--- src/sv/tfa_pkg.sv ---
// ============================================================================
// tfa_pkg - shared types and constants for the two resource fit allocator
// Request/response beat layouts, the token that walks the server cell chain,
// and the opcode, status, fit mode and register index codes.
// ============================================================================
package tfa_pkg;

    // Server table size and field widths
    localparam int NUM_SERVERS_DEF = 128;
    localparam int SRV_W   = 7;
    localparam int CORE_W  = 5;
    localparam int MEM_W   = 7;
    localparam int WASTE_W = 8;
    localparam int CFG_IDX_W  = 2;
    localparam int CFG_DATA_W = 7;

    // Reset capacities
    localparam logic [CORE_W-1:0] RST_CORES = 5'd24;
    localparam logic [MEM_W-1:0]  RST_MEM   = 7'd64;

    // Request kinds
    localparam logic OP_ALLOC   = 1'b0;
    localparam logic OP_RELEASE = 1'b1;

    // Response status codes
    localparam logic [1:0] ST_GRANT   = 2'd0;
    localparam logic [1:0] ST_NOFIT   = 2'd1;
    localparam logic [1:0] ST_RELEASE = 2'd2;
    localparam logic [1:0] ST_CLAMP   = 2'd3;

    // Placement policies
    localparam logic [1:0] FIT_FIRST = 2'd0;
    localparam logic [1:0] FIT_BEST  = 2'd1;
    localparam logic [1:0] FIT_WORST = 2'd2;

    // Configuration register indexes
    localparam logic [CFG_IDX_W-1:0] CFG_FIT_MODE  = 2'd0;
    localparam logic [CFG_IDX_W-1:0] CFG_CAP_CORES = 2'd1;
    localparam logic [CFG_IDX_W-1:0] CFG_CAP_MEM   = 2'd2;

    // Request beat
    typedef struct packed {
        logic              op;
        logic [CORE_W-1:0] core_need;
        logic [MEM_W-1:0]  memory_need;
        logic [SRV_W-1:0]  target_server;
    } t_req;

    // Response beat
    typedef struct packed {
        logic [1:0]        status;
        logic [SRV_W-1:0]  chosen_server;
        logic [CORE_W-1:0] cores_left;
        logic [MEM_W-1:0]  memory_left;
    } t_rsp;

    // Per-cell view of the configuration
    typedef struct packed {
        logic [1:0]        fit_mode;
        logic [CORE_W-1:0] cap_cores;
        logic [MEM_W-1:0]  cap_mem;
    } t_cell_cfg;

    // Refill of the server counts, sent to every cell
    typedef struct packed {
        logic              refill;
        logic [CORE_W-1:0] fill_cores;
        logic [MEM_W-1:0]  fill_mem;
    } t_fill;

    // Token handed from cell to cell, carrying the request and best so far
    typedef struct packed {
        logic               valid;
        t_req               req;
        logic               found;
        logic [WASTE_W-1:0] best_waste;
        t_rsp               rsp;
    } t_tok;

endpackage

--- src/sv/tfa_cell.sv ---
// ============================================================================
// tfa_cell - one server entry of the allocator chain
// Holds the free core and memory counts of one server. Each cycle it checks
// the incoming token against its counts, updates the best candidate (or the
// release result when it is the target) and registers the token onward.
// ============================================================================
module tfa_cell #(
    parameter int CELL_IDX = 0
) (
    input  logic              i_clk,
    input  logic              i_rst_n,
    input  tfa_pkg::t_cell_cfg i_cfg,
    input  tfa_pkg::t_fill    i_fill,
    input  logic              i_wr_en,
    input  tfa_pkg::t_rsp     i_wr,
    input  tfa_pkg::t_tok     i_tok,
    output tfa_pkg::t_tok     o_tok
);
    import tfa_pkg::*;

    localparam logic [SRV_W-1:0] IDX = SRV_W'(CELL_IDX);

    logic [CORE_W-1:0]  r_cores;
    logic [MEM_W-1:0]   r_mem;
    t_tok               r_tok;
    t_tok               n_tok;

    logic               fits;
    logic [CORE_W-1:0]  cores_after;
    logic [MEM_W-1:0]   mem_after;
    logic [WASTE_W-1:0] waste;
    logic               better;
    logic [CORE_W:0]    rel_cores;
    logic [MEM_W:0]     rel_mem;
    logic               clamp_c;
    logic               clamp_m;

    // Fit check and leftover for an allocate
    always_comb begin
        fits = (i_cfg.fit_mode == FIT_FIRST || i_cfg.fit_mode == FIT_BEST ||
                i_cfg.fit_mode == FIT_WORST) &&
               (r_cores >= i_tok.req.core_need) && (r_mem >= i_tok.req.memory_need);
        cores_after = r_cores - i_tok.req.core_need;
        mem_after   = r_mem - i_tok.req.memory_need;
        waste  = WASTE_W'(cores_after) + WASTE_W'(mem_after);
        better = !i_tok.found ||
                 (i_cfg.fit_mode == FIT_BEST  && waste < i_tok.best_waste) ||
                 (i_cfg.fit_mode == FIT_WORST && waste > i_tok.best_waste);
    end

    // Credit with clamp for a release
    always_comb begin
        rel_cores = {1'b0, r_cores} + {1'b0, i_tok.req.core_need};
        rel_mem   = {1'b0, r_mem} + {1'b0, i_tok.req.memory_need};
        clamp_c   = rel_cores > {1'b0, i_cfg.cap_cores};
        clamp_m   = rel_mem > {1'b0, i_cfg.cap_mem};
    end

    // Token update
    always_comb begin
        n_tok = i_tok;
        if (i_tok.valid) begin
            if (i_tok.req.op == OP_ALLOC) begin
                if (fits && better) begin
                    n_tok.found             = 1'b1;
                    n_tok.best_waste        = waste;
                    n_tok.rsp.status        = ST_GRANT;
                    n_tok.rsp.chosen_server = IDX;
                    n_tok.rsp.cores_left    = cores_after;
                    n_tok.rsp.memory_left   = mem_after;
                end
            end else if (i_tok.req.target_server == IDX) begin
                n_tok.found             = 1'b1;
                n_tok.rsp.status        = (clamp_c || clamp_m) ? ST_CLAMP : ST_RELEASE;
                n_tok.rsp.chosen_server = IDX;
                n_tok.rsp.cores_left    = clamp_c ? i_cfg.cap_cores : rel_cores[CORE_W-1:0];
                n_tok.rsp.memory_left   = clamp_m ? i_cfg.cap_mem : rel_mem[MEM_W-1:0];
            end
        end
    end

    // Token stage toward the next cell
    always_ff @(posedge i_clk) begin
        if (!i_rst_n) begin
            r_tok <= '0;
        end else begin
            r_tok <= n_tok;
        end
    end

    // Server counts: reset, refill on capacity write, commit at end of scan
    always_ff @(posedge i_clk) begin
        if (!i_rst_n) begin
            r_cores <= RST_CORES;
            r_mem   <= RST_MEM;
        end else if (i_fill.refill) begin
            r_cores <= i_fill.fill_cores;
            r_mem   <= i_fill.fill_mem;
        end else if (i_wr_en) begin
            r_cores <= i_wr.cores_left;
            r_mem   <= i_wr.memory_left;
        end
    end

    assign o_tok = r_tok;

endmodule

--- config.mk ---
export PLATFORM = sky130hd
export DESIGN_NAME = tfa_cell
export DESIGN_NICKNAME = d
export VERILOG_FILES = /design/src/sv/tfa_pkg.sv /design/src/sv/tfa_cell.sv
export SDC_FILE = /design/constraint.sdc
export NUM_CORES = 1
export LEC_CHECK = 0
export BUFFER_PORTS_ARGS = -buffer_cell sky130_fd_sc_hd__buf_2
export CAP_MARGIN = 20
export CORE_MARGIN = 3
export CORE_UTILIZATION = 51
export DETAILED_ROUTE_END_ITERATION = 6
export GPL_TIMING_DRIVEN = 0
export PLACE_DENSITY = 0.84
export SYNTH_ARGS = -nofsm -noshare
export SYNTH_HDL_FRONTEND = slang
export SYNTH_SLANG_ARGS = --single-unit
--- constraint.sdc ---
create_clock -name i_clk -period 7.2 [get_ports i_clk]
set_input_delay 2.16 -clock i_clk [delete_from_list [all_inputs] [get_ports i_clk]]
set_output_delay 2.16 -clock i_clk [all_outputs]
set_load 0.01 [all_outputs]
==> impl_results.md <==
* Worst Hold Depth at 3
* Die Y at 98.2 µm
* Post-Synthesis Cell Area at 4330 µm²
* Clock buffer depth at 2
* Worst VDD drop at 0.0946 mV
* Fill count at 693
* CP Capture Type: register
* Synth warnings at 0
* Fmax at 0.160 GHz
* Initial Util at 54.4%
* Fin util at 67.1%
* Routed vias at 4264
* Inserted Diodes at 0
* Routed wire length at 12700 µm
* Register bit total from synthesis at 63
* Cell count after synthesis at 499
* Final max-slew violation count at 0
* Clock Pin Slew Worst Setup and Hold Paths at 0.08 ns
* Cts repair resizes at 0
* IO Port Bufs at 143
* Total grt overflow at 0
* Root buf cell: clkbuf_8
* Final worst-path cycle share at 87.0%
* First drt pass iteration count at 7
* FF-to-FF path depth at 20
* DRC viols at 0
* DRT iter0 DRCs at 214
* Final nets at 809
* Syn_nets at 655
* TritonCTS Sinks at 63
* RSZ-0062 raised after global routing: false
* EDFF count, synth at 0
* Primary FF master, synth: dfxtp_1
* Worst slew margin at 54.0%
* Vias in the first global route at 4189
* Total GRT Usage at 26.1%
* DP HPWL at 10300 µm
* Ys async rst share at 0%
* Startpoint type of the worst setup path: input port
* Synth cell types at 63
* Postcts setup bufs at 0
* CTS buffer count at 9
* Max Clock Skew at 0.0133 ns
* Final setup vio count at 0
* Final Hold Fails at 0
* Post-layout minimum cycle time at 6.27 ns
* Fraction of layout cells with a size suffix above 1 at 29.5%
* Cell Rows at 32
* Setup TNS Final at 0 ns
* HP Class: reg2reg
* MaxCap Viol Count at 0
* Synth-to-layout area growth at 23.4%
* Avg Inst Size Synth at 8.68 µm²
* First-pass GRT wire length at 20300 µm
* Die area at 9640 µm²
* Leakage at 2.66 nW
* Die W at 98.2 µm
* Arrival time at the worst endpoint at 6.52 ns
* Hold Buf Count CTS at 0
* CTS tree: built
* Max H-tree Level at 3
* Largest net degree at the start of global routing at 13
* Antenna Nets Post-Route at 0
* Initial antenna violation count at 0
* Outcome: finished, final reports clean
* Vias per cell at 5.61
* Worst skew pair latency at 0.37 ns
* Top Ports at 153
* Power Density at 208 nW/µm²
* DR WL/cell at 16.7 µm
* Crit Path Category: in2reg
* Core area at 7970 µm²
* Actual slew at the worst max-slew pin at 0.689 ns
* Register area share after synthesis at 29.1%
* Worst EP required at 7.46 ns
* Final RePlAce weighted congestion at 0.938
* Worst-path maximum fanout at 10
[worst paths after layout]
| path | startpoint | to | slack [ns] |
|---|---|---|---|
| setup / recovery | i_tok[37] | o_tok[6]$_SDFF_PN0_ | 0.93 |
| hold / removal | r_cores[3]$_SDFFE_PN1P_ | r_cores[3]$_SDFFE_PN1P_ | 0.67 |
| setup reg to reg | r_mem[0]$_SDFFE_PN0P_ | o_tok[6]$_SDFF_PN0_ | 2.45 |
| hold reg to reg | r_cores[3]$_SDFFE_PN1P_ | r_cores[3]$_SDFFE_PN1P_ | 0.67 |
[cell usage in the layout, fill, tap and decap left out, types with 4 or more instances in the layout]
cell	n
clkbuf_8	9
o21ai_0	18
nand3_1	10
mux2_2	4
nor2b_1	9
nor2_1	48
and2_1	13
ha_1	49
mux2i_1	19
dfxtp_1	63
o21bai_1	4
fa_1	5
o22ai_1	4
o21ai_1	4
nand2_1	20
inv_1	45
a21oi_1	40
and4_1	7
nor3_1	8
clkbuf_1	14
a21o_1	5
xor2_1	6
a211oi_1	7
nand4_1	6
o211ai_1	8
a31oi_1	4
a211o_1	4
buf_2	146
o211a_1	4
xnor2_1	12
nand2b_1	5
[flip-flops by register name, indices dropped and copies added, names as in the netlist]
register	count
r_mem	7
o_tok	51
r_cores	5
[critical path, cell delays in order]
cell,delay (ns)
buf_2,0.11
ha_1,0.17
inv_1,0.05
fa_1,0.40
a21oi_1,0.22
nor2b_1,0.07
nor2_1,0.12
xnor2_1,0.13
ha_1,0.36
nand2_1,0.06
o21ai_0,0.27
xor2_1,0.30
ha_1,0.31
a21oi_1,0.17
o21ai_0,0.13
o211a_1,0.25
nor4_2,0.44
nand2_1,0.20
clkbuf_1,0.28
o221a_2,0.32
[synth_stat cells, types with 2 or more instances]
cell type,number,share of area [%]
nor2b_1,9,1.3
a211oi_1,7,1.2
and2_1,13,1.9
mux2i_1,19,4.4
inv_1,45,3.9
inv_2,3,0.26
a21o_1,5,0.87
o22ai_1,4,0.58
a211o_1,4,0.81
buf_4,3,0.52
o211ai_1,8,1.4
a221oi_1,2,0.40
buf_6,2,0.52
nor2_1,48,4.2
ha_1,49,14
mux2_1,2,0.52
dfxtp_1,63,29
nand3_1,10,1.2
clkbuf_1,14,1.2
o41ai_1,2,0.40
o221a_2,3,0.78
xnor2_1,12,2.4
nor3_2,2,0.46
nand4_1,6,0.87
and4_1,7,1.4
nand2_1,20,1.7
a21oi_1,40,4.6
buf_2,3,0.35
and3_1,2,0.29
o21bai_1,4,0.69
o211a_1,4,0.92
a221oi_2,2,0.69
buf_1,3,0.26
a311oi_1,2,0.40
o31ai_1,3,0.52
fa_1,5,2.3
o21ai_1,4,0.46
nor3_1,8,0.92
o21ai_0,18,2.1
a31oi_1,4,0.58
nand2b_1,5,0.72
mux2_2,4,1.0
xor2_1,6,1.2
[per-stage QoR]
step                hold slack, ns  instance area [µm²]  total power (W)  std cells  worst slack (ns)
global placement             0.626                 5180         0.000811        744             0.697
CTS                          0.678                 5350          0.00111        760              1.00
floorplan                    0.596                 4330         0.000690        499              1.34
finish                       0.671                 5350          0.00111        760             0.933
detailed placement           0.658                 5180         0.000825        744             0.627
global route                 0.726                 5350          0.00118        760             0.569
[kinds of logic after synthesis]
| group | share of synthesized area (%) |
|---|---|
| buffers and inverters | 7.10 |
| flip-flops | 29.1 |
| multiplexers | 5.95 |
| adder cells (fa/ha/maj) | 16.5 |
| AO/OA/AOI/OAI | 20.9 |
| AND/OR/NAND/NOR | 16.8 |
| XOR/XNOR | 3.64 |
[routing by layer]
metal  up-vias  global-route usage [%]  share of wire [%]
met1      1933                    31.9                 40
met5         -                    2.05                  0
met3        38                    6.93                9.7
met4         0                    7.56                2.1
li1       2065                       -                  -
met2       228                    44.8                 48
[report_power, final]
group	switching (W)	leakage (nW)	internal [W]	total, W
sequential	0.00000931	0.525	0.000371	0.000381
clock	0.000162	0.0894	0.000125	0.000287
combinational	0.000256	2.04	0.000188	0.000443
[layout make-up]
cell class	count	area, µm²	share of cell area, %
repair buffers	143	716	13.4
plain buffers	25	124	2.32
clock inverters	7	48.8	0.912
well taps	102	128	2.39
multi-input cells	362	2760	51.7
clock buffers	9	124	2.32
flip-flops and latches	63	1260	23.6
inverters	49	184	3.44
No activity file was read; power rests on OpenSTA's default activity.
